[config.mk]
export PLATFORM = sky130hd
export DESIGN_NAME = bci_ctrl
export DESIGN_NICKNAME = d
export VERILOG_FILES = /design/src/rtl/bci_pkg.sv /design/src/rtl/bci_ctrl.sv
export SDC_FILE = /design/constraint.sdc
export NUM_CORES = 1
export LEC_CHECK = 0
export BUFFER_PORTS_ARGS = -buffer_cell sky130_fd_sc_hd__clkbuf_2
export CAP_MARGIN = 25
export CELL_PAD_IN_SITES_DETAIL_PLACEMENT = 0
export CELL_PAD_IN_SITES_GLOBAL_PLACEMENT = 1
export CORE_UTILIZATION = 35
export CTS_CLUSTER_SIZE = 10
export DETAILED_ROUTE_END_ITERATION = 16
export GPL_TIMING_DRIVEN = 0
export PLACE_DENSITY = 0.85
export SLEW_MARGIN = 20
export SYNTH_ARGS = -nofsm -noshare
export SYNTH_HDL_FRONTEND = slang
export SYNTH_SLANG_ARGS = --single-unit
[constraint.sdc]
create_clock -name clk -period 3.6 [get_ports clk]
set_input_delay 0.72 -clock clk [delete_from_list [all_inputs] [get_ports clk]]
set_output_delay 0.72 -clock clk [all_outputs]
set_load 0.005 [all_outputs]
[src/rtl/bci_pkg.sv]
package bci_pkg;

	localparam int unsigned STACK_DEPTH_DEF = 1024;
	localparam int unsigned LOCAL_COUNT_DEF = 256;
	localparam int unsigned DEPTH_W = 11;
	localparam int unsigned CNT_W = 3;

	localparam logic [1:0] ST_OK = 2'd0;
	localparam logic [1:0] ST_UNSUP = 2'd1;
	localparam logic [1:0] ST_FAULT = 2'd2;
	localparam logic [1:0] ST_DIVZ = 2'd3;

	localparam logic [2:0] COND_EQ = 3'd0;
	localparam logic [2:0] COND_NE = 3'd1;
	localparam logic [2:0] COND_LT = 3'd2;
	localparam logic [2:0] COND_GE = 3'd3;
	localparam logic [2:0] COND_GT = 3'd4;

	localparam logic [7:0] OP_NOP = 8'd0;
	localparam logic [7:0] OP_ACONST_NULL = 8'd1;
	localparam logic [7:0] OP_ICONST_M1 = 8'd2;
	localparam logic [7:0] OP_ICONST_5 = 8'd8;
	localparam logic [7:0] OP_LCONST_0 = 8'd9;
	localparam logic [7:0] OP_LCONST_1 = 8'd10;
	localparam logic [7:0] OP_BIPUSH = 8'd16;
	localparam logic [7:0] OP_SIPUSH = 8'd17;
	localparam logic [7:0] OP_LDC = 8'd18;
	localparam logic [7:0] OP_LDC_W = 8'd19;
	localparam logic [7:0] OP_ILOAD = 8'd21;
	localparam logic [7:0] OP_LLOAD = 8'd22;
	localparam logic [7:0] OP_FLOAD = 8'd23;
	localparam logic [7:0] OP_DLOAD = 8'd24;
	localparam logic [7:0] OP_ALOAD = 8'd25;
	localparam logic [7:0] OP_ILOAD_0 = 8'd26;
	localparam logic [7:0] OP_ALOAD_3 = 8'd45;
	localparam logic [7:0] OP_ISTORE = 8'd54;
	localparam logic [7:0] OP_LSTORE = 8'd55;
	localparam logic [7:0] OP_FSTORE = 8'd56;
	localparam logic [7:0] OP_DSTORE = 8'd57;
	localparam logic [7:0] OP_ASTORE = 8'd58;
	localparam logic [7:0] OP_ISTORE_0 = 8'd59;
	localparam logic [7:0] OP_ASTORE_3 = 8'd78;
	localparam logic [7:0] OP_POP = 8'd87;
	localparam logic [7:0] OP_POP2 = 8'd88;
	localparam logic [7:0] OP_DUP = 8'd89;
	localparam logic [7:0] OP_DUP_X1 = 8'd90;
	localparam logic [7:0] OP_DUP_X2 = 8'd91;
	localparam logic [7:0] OP_DUP2 = 8'd92;
	localparam logic [7:0] OP_DUP2_X1 = 8'd93;
	localparam logic [7:0] OP_DUP2_X2 = 8'd94;
	localparam logic [7:0] OP_SWAP = 8'd95;
	localparam logic [7:0] OP_IADD = 8'd96;
	localparam logic [7:0] OP_ISUB = 8'd100;
	localparam logic [7:0] OP_IMUL = 8'd104;
	localparam logic [7:0] OP_IDIV = 8'd108;
	localparam logic [7:0] OP_IREM = 8'd112;
	localparam logic [7:0] OP_INEG = 8'd116;
	localparam logic [7:0] OP_ISHL = 8'd120;
	localparam logic [7:0] OP_ISHR = 8'd122;
	localparam logic [7:0] OP_IUSHR = 8'd124;
	localparam logic [7:0] OP_IAND = 8'd126;
	localparam logic [7:0] OP_LAND = 8'd127;
	localparam logic [7:0] OP_IOR = 8'd128;
	localparam logic [7:0] OP_LOR = 8'd129;
	localparam logic [7:0] OP_IXOR = 8'd130;
	localparam logic [7:0] OP_LXOR = 8'd131;
	localparam logic [7:0] OP_IINC = 8'd132;
	localparam logic [7:0] OP_I2L = 8'd133;
	localparam logic [7:0] OP_L2I = 8'd136;
	localparam logic [7:0] OP_I2B = 8'd145;
	localparam logic [7:0] OP_I2C = 8'd146;
	localparam logic [7:0] OP_I2S = 8'd147;
	localparam logic [7:0] OP_IFEQ = 8'd153;
	localparam logic [7:0] OP_IFLE = 8'd158;
	localparam logic [7:0] OP_IF_ICMPEQ = 8'd159;
	localparam logic [7:0] OP_IF_ICMPLE = 8'd164;
	localparam logic [7:0] OP_IF_ACMPEQ = 8'd165;
	localparam logic [7:0] OP_IF_ACMPNE = 8'd166;
	localparam logic [7:0] OP_GOTO = 8'd167;
	localparam logic [7:0] OP_JSR = 8'd168;
	localparam logic [7:0] OP_RET = 8'd169;
	localparam logic [7:0] OP_WIDE = 8'd196;
	localparam logic [7:0] OP_IFNULL = 8'd198;
	localparam logic [7:0] OP_IFNONNULL = 8'd199;
	localparam logic [7:0] OP_GOTO_W = 8'd200;
	localparam logic [7:0] OP_JSR_W = 8'd201;

	typedef struct packed {
		logic [7:0] operation;
		logic signed [31:0] immediate;
		logic signed [7:0] increment;
		logic [15:0] instr_addr;
	} instr_t;

	typedef struct packed {
		logic [15:0] next_addr;
		logic signed [31:0] top_value;
		logic [DEPTH_W-1:0] depth;
		logic [1:0] status;
	} result_t;

	typedef struct packed {
		logic sup;
		logic [2:0] rd;
		logic [1:0] grow;
		logic signed [3:0] dlt;
		logic [2:0] nw;
		logic [1:0] nl;
		logic [1:0] nlw;
		logic [2:0] len;
		logic lfix;
		logic [1:0] lbase;
	} dec_t;

	typedef struct packed {
		logic load;
		logic rd_en;
		logic [CNT_W-1:0] rd_cnt;
		logic ex;
		logic div_start;
		logic wr_en;
		logic [CNT_W-1:0] wr_cnt;
		logic commit;
		logic top_rd;
		logic out_load;
	} cmd_t;

	typedef struct packed {
		logic pre_fault;
		logic [CNT_W-1:0] nrd;
		logic [CNT_W-1:0] nwr;
		logic is_div;
		logic divz;
		logic div_done;
		logic ok;
	} stat_t;

	function automatic logic cond_holds(input logic [2:0] kind, input logic [31:0] a,
			input logic [31:0] b);
		logic lt;
		logic gt;
		lt = $signed(a) < $signed(b);
		gt = $signed(b) < $signed(a);
		case (kind)
			COND_EQ: cond_holds = (a == b);
			COND_NE: cond_holds = (a != b);
			COND_LT: cond_holds = lt;
			COND_GE: cond_holds = !lt;
			COND_GT: cond_holds = gt;
			default: cond_holds = !gt;
		endcase
	endfunction

	function automatic dec_t decode(input logic [7:0] op);
		dec_t d;
		logic [7:0] sub;
		d = '0;
		d.sup = 1'b1;
		d.len = 3'd1;
		sub = '0;
		case (op) inside
			OP_NOP: ;
			OP_ACONST_NULL, [OP_ICONST_M1:OP_ICONST_5]: begin
				d.grow = 2'd1; d.dlt = 4'sd1; d.nw = 3'd1;
			end
			OP_LCONST_0, OP_LCONST_1: begin
				d.grow = 2'd2; d.dlt = 4'sd2; d.nw = 3'd2;
			end
			OP_BIPUSH, OP_LDC: begin
				d.grow = 2'd1; d.dlt = 4'sd1; d.nw = 3'd1; d.len = 3'd2;
			end
			OP_SIPUSH, OP_LDC_W: begin
				d.grow = 2'd1; d.dlt = 4'sd1; d.nw = 3'd1; d.len = 3'd3;
			end
			OP_ILOAD, OP_FLOAD, OP_ALOAD: begin
				d.grow = 2'd1; d.dlt = 4'sd1; d.nw = 3'd1; d.nl = 2'd1; d.len = 3'd2;
			end
			OP_LLOAD, OP_DLOAD: begin
				d.grow = 2'd2; d.dlt = 4'sd2; d.nw = 3'd2; d.nl = 2'd2; d.len = 3'd2;
			end
			[OP_ILOAD_0:OP_ALOAD_3]: begin
				sub = op - OP_ILOAD_0;
				d.lfix = 1'b1;
				d.lbase = sub[1:0];
				if (sub[2]) begin
					d.grow = 2'd2; d.dlt = 4'sd2; d.nw = 3'd2; d.nl = 2'd2;
				end else begin
					d.grow = 2'd1; d.dlt = 4'sd1; d.nw = 3'd1; d.nl = 2'd1;
				end
			end
			OP_ISTORE, OP_FSTORE, OP_ASTORE: begin
				d.rd = 3'd1; d.dlt = -4'sd1; d.nlw = 2'd1; d.len = 3'd2;
			end
			OP_LSTORE, OP_DSTORE: begin
				d.rd = 3'd2; d.dlt = -4'sd2; d.nlw = 2'd2; d.len = 3'd2;
			end
			[OP_ISTORE_0:OP_ASTORE_3]: begin
				sub = op - OP_ISTORE_0;
				d.lfix = 1'b1;
				d.lbase = sub[1:0];
				if (sub[2]) begin
					d.rd = 3'd2; d.dlt = -4'sd2; d.nlw = 2'd2;
				end else begin
					d.rd = 3'd1; d.dlt = -4'sd1; d.nlw = 2'd1;
				end
			end
			OP_POP: begin
				d.rd = 3'd1; d.dlt = -4'sd1;
			end
			OP_POP2: begin
				d.rd = 3'd2; d.dlt = -4'sd2;
			end
			OP_DUP: begin
				d.rd = 3'd1; d.grow = 2'd1; d.dlt = 4'sd1; d.nw = 3'd1;
			end
			OP_DUP_X1: begin
				d.rd = 3'd2; d.grow = 2'd1; d.dlt = 4'sd1; d.nw = 3'd3;
			end
			OP_DUP_X2: begin
				d.rd = 3'd3; d.grow = 2'd1; d.dlt = 4'sd1; d.nw = 3'd4;
			end
			OP_DUP2: begin
				d.rd = 3'd2; d.grow = 2'd2; d.dlt = 4'sd2; d.nw = 3'd2;
			end
			OP_DUP2_X1: begin
				d.rd = 3'd3; d.grow = 2'd2; d.dlt = 4'sd2; d.nw = 3'd5;
			end
			OP_DUP2_X2: begin
				d.rd = 3'd4; d.grow = 2'd2; d.dlt = 4'sd2; d.nw = 3'd6;
			end
			OP_SWAP: begin
				d.rd = 3'd2; d.nw = 3'd2;
			end
			OP_IADD, OP_ISUB, OP_IMUL, OP_IDIV, OP_IREM, OP_ISHL, OP_ISHR, OP_IUSHR,
			OP_IAND, OP_IOR, OP_IXOR: begin
				d.rd = 3'd2; d.dlt = -4'sd1; d.nw = 3'd1;
			end
			OP_INEG, OP_I2B, OP_I2C, OP_I2S: begin
				d.rd = 3'd1; d.nw = 3'd1;
			end
			OP_LAND, OP_LOR, OP_LXOR: begin
				d.rd = 3'd4; d.dlt = -4'sd2; d.nw = 3'd2;
			end
			OP_IINC: begin
				d.nl = 2'd1; d.nlw = 2'd1; d.len = 3'd3;
			end
			OP_I2L: begin
				d.rd = 3'd1; d.grow = 2'd1; d.dlt = 4'sd1; d.nw = 3'd1;
			end
			OP_L2I: begin
				d.rd = 3'd2; d.dlt = -4'sd1;
			end
			[OP_IFEQ:OP_IFLE], OP_IFNULL, OP_IFNONNULL: begin
				d.rd = 3'd1; d.dlt = -4'sd1; d.len = 3'd3;
			end
			[OP_IF_ICMPEQ:OP_IF_ACMPNE]: begin
				d.rd = 3'd2; d.dlt = -4'sd2; d.len = 3'd3;
			end
			OP_GOTO: d.len = 3'd3;
			OP_GOTO_W: d.len = 3'd5;
			OP_JSR: begin
				d.grow = 2'd1; d.dlt = 4'sd1; d.nw = 3'd1; d.len = 3'd3;
			end
			OP_JSR_W: begin
				d.grow = 2'd1; d.dlt = 4'sd1; d.nw = 3'd1; d.len = 3'd5;
			end
			OP_RET: begin
				d.nl = 2'd1; d.len = 3'd2;
			end
			OP_WIDE: d.len = 3'd2;
			default: d.sup = 1'b0;
		endcase
		return d;
	endfunction

endpackage

[src/rtl/bci_ctrl.sv]
module bci_ctrl (
	input logic clk,
	input logic arst_n,
	input logic in_valid,
	output logic in_ready,
	output logic out_valid,
	input logic out_ready,
	input bci_pkg::stat_t stat,
	output bci_pkg::cmd_t cmd
);

	localparam logic [2:0] S_IDLE = 3'd0;
	localparam logic [2:0] S_RD = 3'd1;
	localparam logic [2:0] S_EX = 3'd2;
	localparam logic [2:0] S_DIV = 3'd3;
	localparam logic [2:0] S_WR = 3'd4;
	localparam logic [2:0] S_TOP = 3'd5;
	localparam logic [2:0] S_TOPW = 3'd6;

	localparam int unsigned CW = bci_pkg::CNT_W;

	logic [2:0] state_q;
	logic [2:0] state_d;
	logic [CW-1:0] cnt_q;
	logic [CW-1:0] cnt_d;
	logic out_valid_q;

	assign in_ready = (state_q == S_IDLE);
	assign out_valid = out_valid_q;

	always_comb begin
		cmd = '0;
		state_d = state_q;
		cnt_d = cnt_q;
		case (state_q)
			S_IDLE: begin
				if (in_valid) begin
					cmd.load = 1'b1;
					state_d = S_RD;
					cnt_d = '0;
				end
			end
			S_RD: begin
				cmd.rd_en = 1'b1;
				cmd.rd_cnt = cnt_q;
				if ((cnt_q == '0) && stat.pre_fault) begin
					state_d = S_TOP;
				end else if (cnt_q == stat.nrd) begin
					state_d = S_EX;
				end else begin
					cnt_d = cnt_q + CW'(1);
				end
			end
			S_EX: begin
				cmd.ex = 1'b1;
				cnt_d = '0;
				if (stat.is_div && !stat.divz) begin
					cmd.div_start = 1'b1;
					state_d = S_DIV;
				end else begin
					state_d = S_WR;
				end
			end
			S_DIV: begin
				if (stat.div_done) begin
					state_d = S_WR;
				end
			end
			S_WR: begin
				if (!stat.ok || (cnt_q == stat.nwr)) begin
					cmd.commit = 1'b1;
					state_d = S_TOP;
				end else begin
					cmd.wr_en = 1'b1;
					cmd.wr_cnt = cnt_q;
					cnt_d = cnt_q + CW'(1);
				end
			end
			S_TOP: begin
				cmd.top_rd = 1'b1;
				state_d = S_TOPW;
			end
			S_TOPW: begin
				if (!out_valid_q || out_ready) begin
					cmd.out_load = 1'b1;
					state_d = S_IDLE;
				end
			end
			default: state_d = S_IDLE;
		endcase
	end

	always_ff @(posedge clk or negedge arst_n) begin
		if (!arst_n) begin
			state_q <= S_IDLE;
			cnt_q <= '0;
			out_valid_q <= 1'b0;
		end else begin
			state_q <= state_d;
			cnt_q <= cnt_d;
			if (cmd.out_load) begin
				out_valid_q <= 1'b1;
			end else if (out_ready) begin
				out_valid_q <= 1'b0;
			end
		end
	end

endmodule

==> out/results.txt, run 1 <==
status - finished, violations left
failing checks - design-rule violations
vias per std cell - 4.90
GP Congestion - 0.896
Setup TNS Final - 0 ns
Initial Util - 0.372
Post-synth EDFFs - 0
Synth Cell Area - 722 um^2
Cell Rows - 16
DR iter-0 viols - 17
worst-skew pair later-pin latency - 0.26 ns
Tcrit/Tclk final - 0.690
Area Growth Syn to Fin - 29.1%
Seq/Total Area, Yosys - 0.243
Unique masters post-synth - 39
Clock Tree Buf Depth - 2
R2R depth - 7
post-synthesis instance total - 82
Req. time, crit path - 2.88 ns
reg2reg end - cnt_q[0]$_DFFE_PN0P_
Net Sw Frac - 0.452
Period minus WS final - 2.48 ns
CP Max Fanout - 5
DRC - 2
routed wire length - 1690 um
diode count - 0
die area - 2250 um^2
relative slew slack - 0.675
Multi-input gate area - 499 um^2
sequential cell area - 175 um^2
max-cap viol count - 0
DRT Pass-1 Iters - 9
root buf cell - clkbuf_4
final slew viol count - 0
Final Util - 0.480
Yosys warnings - 0
internal reg-to-reg setup slack - 1.78 ns
clock skew - 0.00313 ns
WP data arrival - 1.76 ns
P_leak - 0.468 nW
endpoints failing setup - 0
sequential share of power - 0.242
critical path type - in -> out
WL/cell - 11.8 um
most area-hungry cell type in the Yosys netlist - dfrtp_1
top post-synthesis cells by area - dfrtp_1 (24%), and2_1 (7.8%), xnor2_1 (3.6%)
syn avg cell area - 8.80 um^2
# Post-CTS Setup Buffers - 0
H-tree levels - 1
CTS tree - built
largest net degree at the start of global routing - 11
Inserted Clock Buffers - 3
first-pass GRT wire length - 2680 um
fmax - 403 MHz
# resized after CTS - 0
DIE HEIGHT - 47.4 um
via count - 701
Die Wd - 47.4 um
cell area after layout - 932 um^2
hold-fix buffers at CTS - 0
Main synth FF type - dfrtp_1
CP Launch Type - input port
worst reg2reg path startpoint - cnt_q[0]$_DFFE_PN0P_
unrepaired setup endpoints after global routing - false
syn nets - 99
Synth top area share - 0.243
Global Route Usage Sum - 0.179
antenna-violating nets left - 0
Hold Crit Class - in -> async
Cell Area, Placed - 906 um^2
Comb power frac - 0.647
element type at the critical path end - output pin
remaining global-route overflow - 0
clock slew at reported path FFs - 0.05 ns
Sw Pwr - 0.000304 W
initial antenna violation count - 0
dpl hpwl - 1370 um
clk sink count - 7
register bit total from synthesis - 7
vias in the first global route - 598
Hold Vio Cnt, Final - 0
Worst Tran Pin Value - 0.484 ns
fill count - 214
Max VDD drop - 447 uV
clock network fraction of total power - 0.111
async set-reset flop share out of synthesis - 1.00
# IOs - 31
PortBufs - 30
Core ar. - 1940 um^2
Cell Int Power - 0.000369 W
fraction of layout cells with a size suffix above 1 - 0.388
Power Density - 722 nW/um^2
Nets - 134
==> worst max-delay path, stage by stage <==
cell,delay [ns]
clkbuf_2,0.09
xor2_1,0.18
o31ai_2,0.12
nor4b_2,0.37
and2_1,0.18
clkbuf_2,0.11
==> layout by cell type (no fill, tap or decap), drive strengths merged <==
cell	synthesis	final
a211oi	2	2
a21oi	5	5
clkbuf	0	34
nor3	3	3
dfrtp	7	7
xor2	3	3
nor4	1	1
and3b	1	1
nand3b	1	1
o21ai	4	4
nand4bb	1	1
nor3b	3	3
a2bb2oi	1	1
buf	4	4
and4bb	1	1
nor4b	1	1
a22o	1	1
mux2i	2	2
o31ai	1	1
a21o	1	1
inv	5	5
o21bai	2	2
nor2	4	4
nand3	2	2
o221ai	1	1
and2	9	9
and2b	1	1
nand2	3	3
nand2b	3	3
and3	1	1
or3b	1	1
nor2b	2	2
ha	2	2
xnor2	3	3
==> sequential cells by signal, indices dropped and copies added (netlist names) <==
name       count
state_q        3
cnt_q          3
out_valid      1
==> power groups by stage <==
stage | combinational [W] | sequential, W | clock (W)
finish | 0.000436 | 0.000163 | 0.0000744
global route | 0.000487 | 0.000168 | 0.0000812
CTS | 0.000441 | 0.000163 | 0.0000766
detailed placement | 0.000440 | 0.000163 | 0
global placement | 0.000429 | 0.000164 | 0
floorplan | 0.000334 | 0.000150 | 0
==> area by class of cell <==
| class | instances | share of cell area |
|---|---|---|
| multi-input combinational | 66 | 0.536 |
| sequential | 7 | 0.188 |
| timing repair buffer | 30 | 0.161 |
| tap | 27 | 0.0362 |
| buffer | 4 | 0.0309 |
| clock buffer | 4 | 0.0282 |
| inverter | 5 | 0.0201 |
==> stage by stage <==
stage	worst slack, ns	hold WS [ns]	power (W)	instances
6_report	1.12	0.298	0.000673	143
2_1_floorplan	1.36	0.424	0.000484	82
4_1_cts	1.10	0.300	0.000680	143
3_3_place_gp	1.11	0.537	0.000594	139
5_1_grt	0.962	0.302	0.000736	143
3_5_place_dp	1.11	0.555	0.000603	139
==> worst max-delay path by stage <==
stage	from	to	cells after the start	slack, ns
after floorplan	stat[4]	cmd[3]	4	1.36
after global placement	stat[4]	cmd[3]	6	1.11
after detailed placement	stat[6]	cmd[3]	6	1.11
after CTS	stat[6]	cmd[3]	6	1.10
after global routing	stat[4]	cmd[5]	6	0.96
final	stat[6]	cmd[5]	6	1.12
==> per-layer routing <==
layer | GRT usage | part of all wire
met2 | 0.271 | 0.51
met1 | 0.218 | 0.44
met3 | 0.0679 | 0.035
met4 | 0.0971 | 0.021
met5 | 0 | 0
==> cells by family (layout without fill, tap and decap cells) <==
family	count (synthesis)	count (layout)	share of synthesized area
muxes	2	2	0.0277
and+or+nand+nor	38	38	0.366
DFF	7	7	0.243
adders and majority gates	2	2	0.0347
buffers and inverters	9	43	0.0659
AOI/OAI and AO/OA	18	18	0.191
xor gates and xnor gates	6	6	0.0728
==> synthesized netlist by cell type, types with 2 or more instances <==
library cell and count:
and2_1 9, dfrtp_1 7, a21oi_1 5, inv_1 4, nor2_1 4, nand2_1 3, nand2b_1 3, nor3_1 3
o21ai_0 3, xnor2_1 3, xor2_1 3, a211oi_2 2, buf_2 2, ha_1 2, mux2i_1 2, nand3_1 2
nor3b_1 2, o21bai_1 2
Power figures use the tool's default switching activity.
==> inputs of run 2 (changes only) <==
--- a/config.mk
+++ b/config.mk
@@ -9,11 +9,11 @@
 export CAP_MARGIN = 25
 export CELL_PAD_IN_SITES_DETAIL_PLACEMENT = 0
 export CELL_PAD_IN_SITES_GLOBAL_PLACEMENT = 1
-export CORE_UTILIZATION = 35
+export CORE_UTILIZATION = 33
 export CTS_CLUSTER_SIZE = 10
 export DETAILED_ROUTE_END_ITERATION = 16
 export GPL_TIMING_DRIVEN = 0
-export PLACE_DENSITY = 0.85
+export PLACE_DENSITY = 0.81
 export SLEW_MARGIN = 20
 export SYNTH_ARGS = -nofsm -noshare
 export SYNTH_HDL_FRONTEND = slang
==> constraint.sdc (replaced) <==
create_clock -name clk -period 2.59 [get_ports clk]
set_input_delay 0.518 -clock clk [delete_from_list [all_inputs] [get_ports clk]]
set_output_delay 0.518 -clock clk [all_outputs]
set_load 0.005 [all_outputs]
==> out/results.txt, run 2 (synthesis results as in run 1) <==
clock slew at reported path FFs - 0.05 ns (about the same)
die area - 2380 um^2 (+5.8%)
WL/cell - 11.6 um (-1.7%)
Setup TNS Final - 0 ns (unchanged)
fmax - 446 MHz
Worst Tran Pin Value - 0.557 ns (+0.0734 ns)
max-cap viol count - 0 (unchanged)
final slew viol count - 0 (unchanged)
CTS tree - built
relative slew slack - 0.625 (-0.0494)
CP Cell Sequence - buf_6 > xor2_1 > o31ai_2 > nor4b_2 > and2_1 > clkbuf_2
Tcrit/Tclk final - 0.865
clock skew - 0.00122 ns (-0.00192 ns)
Inserted Clock Buffers - 3 (unchanged)
Global Route Usage Sum - 0.151 (-0.0277)
fraction of layout cells with a size suffix above 1 - 0.388 (unchanged)
antenna-violating nets left - 0 (unchanged)
dpl hpwl - 1400 um (+2.0%)
# Post-CTS Setup Buffers - 0 (unchanged)
Die Wd - 48.8 um (+2.9%)
H-tree levels - 1 (unchanged)
element type at the critical path end - output pin
most frequent cells in the layout - clkbuf_2 (30), and2_1 (9), dfrtp_1 (7), a21oi_1 (5)
cell area after layout - 932 um^2 (unchanged)
endpoints failing setup - 0 (unchanged)
worst reg2reg path startpoint - cnt_q[0]$_DFFE_PN0P_
most common cell after layout, fill and taps aside - clkbuf_2
GP Congestion - 0.833 (-7.0%)
Cell Rows - 16 (unchanged)
# resized after CTS - 0 (unchanged)
largest net degree at the start of global routing - 11 (unchanged)
vias in the first global route - 613 (+2.5%)
unrepaired setup endpoints after global routing - false
status - completed
critical path type - reg -> out
DRT Pass-1 Iters - 4 (-5)
root buf cell - clkbuf_4
Initial Util - 0.361 (-0.0112)
Nets - 134 (unchanged)
Hold Vio Cnt, Final - 0 (unchanged)
initial antenna violation count - 0 (unchanged)
Req. time, crit path - 2.07 ns (-0.81 ns)
DRC - 0 (-2)
Critical-path top delay cell - nor4b_2
PortBufs - 30 (unchanged)
vias per std cell - 4.83 (-1.4%)
Hold Crit Class - in -> async
# IOs - 31 (unchanged)
P_leak - 0.468 nW (unchanged)
Final Util - 0.466 (-0.0144)
Cell Area, Placed - 906 um^2 (unchanged)
worst-skew pair later-pin latency - 0.24 ns (-0.02 ns)
Clock Tree Buf Depth - 2 (unchanged)
CP Max Fanout - 7 (+2)
hold-fix buffers at CTS - 0 (unchanged)
diode count - 0 (unchanged)
Core ar. - 2000 um^2 (+3.1%)
Total Power - 0.000932 W (+38%)
CP Launch Type - flip-flop
WP data arrival - 1.72 ns (-0.04 ns)
Worst path max stage delay - 0.40 ns (+0.03 ns)
via count - 691 (-1.4%)
Power Density - 1000 nW/um^2 (+38%)
Critical Path Start - cnt_q[2]$_DFFE_PN0P_
Placed Cells incl. Taps - 139 (unchanged)
routed wire length - 1660 um (-1.7%)
Max VDD drop - 509 uV (+14%)
remaining global-route overflow - 0 (unchanged)
Period minus WS final - 2.24 ns
first-pass GRT wire length - 2770 um (+3.3%)
DIE HEIGHT - 48.8 um (+2.9%)
DR iter-0 viols - 27 (+10)
Area Growth Syn to Fin - 29.1% (unchanged)
Final Instance Count excl. Fillers - 143 (unchanged)
clk sink count - 7 (unchanged)
## run 2: cell counts in the layout (fill, tap and decap cells not counted)
Identical to the previous run, type by type.
## run 2: metal layers
metal	global-route usage	part of all wire
met5	0	0
met1	0.216	0.48
met4	0.0588	0
met2	0.229	0.50
met3	0.0187	0.019
## run 2: through the flow
stage | setup slack [ns] | hold WS [ns]
4_1_cts | 0.335 | 0.0951
3_3_place_gp | 0.501 | 0.355
5_1_grt | 0.193 | 0.0847
3_5_place_dp | 0.477 | 0.356
6_report | 0.349 | 0.0983
2_1_floorplan | 0.756 | 0.222
## run 2: final cells by class
| type | instances | area (um^2) |
|---|---|---|
| buffer | 4 | 28.8 |
| sequential | 7 | 175 |
| fill | 210 | 1070 |
| inverter | 5 | 18.8 |
| clock buffer | 4 | 26.3 |
| multi-input combinational | 66 | 499 |
| tap | 27 | 33.8 |
| timing repair buffer | 30 | 150 |
## run 2: where the power goes
part / internal, W / switching (W)
registers: 0.000155 / 0.0000674
logic: 0.000300 / 0.000319
clock network: 0.0000583 / 0.0000328
## run 2: worst max-delay path: cells and delay by family, from the launching register on
kind,cells,cell delay [ns]
XOR/XNOR,1,0.18
flip-flops,1,0.36
AO/OA/AOI/OAI,1,0.12
AND/OR/NAND/NOR,2,0.58
buffers and inverters,2,0.24
## run 2: final timing paths
kind                                         end  slack [ns]  cells after the start
min                        out_valid$_DFFE_PN0P_         0.1                      1
min in group clk           out_valid$_DFFE_PN0P_        0.48                      2
max                                       cmd[4]        0.35                      6
max in group asynchronous   cnt_q[0]$_DFFE_PN0P_        2.34                      1
max reg2reg                 cnt_q[2]$_DFFE_PN0P_        0.69                      7
min reg2reg                out_valid$_DFFE_PN0P_        0.55                      2
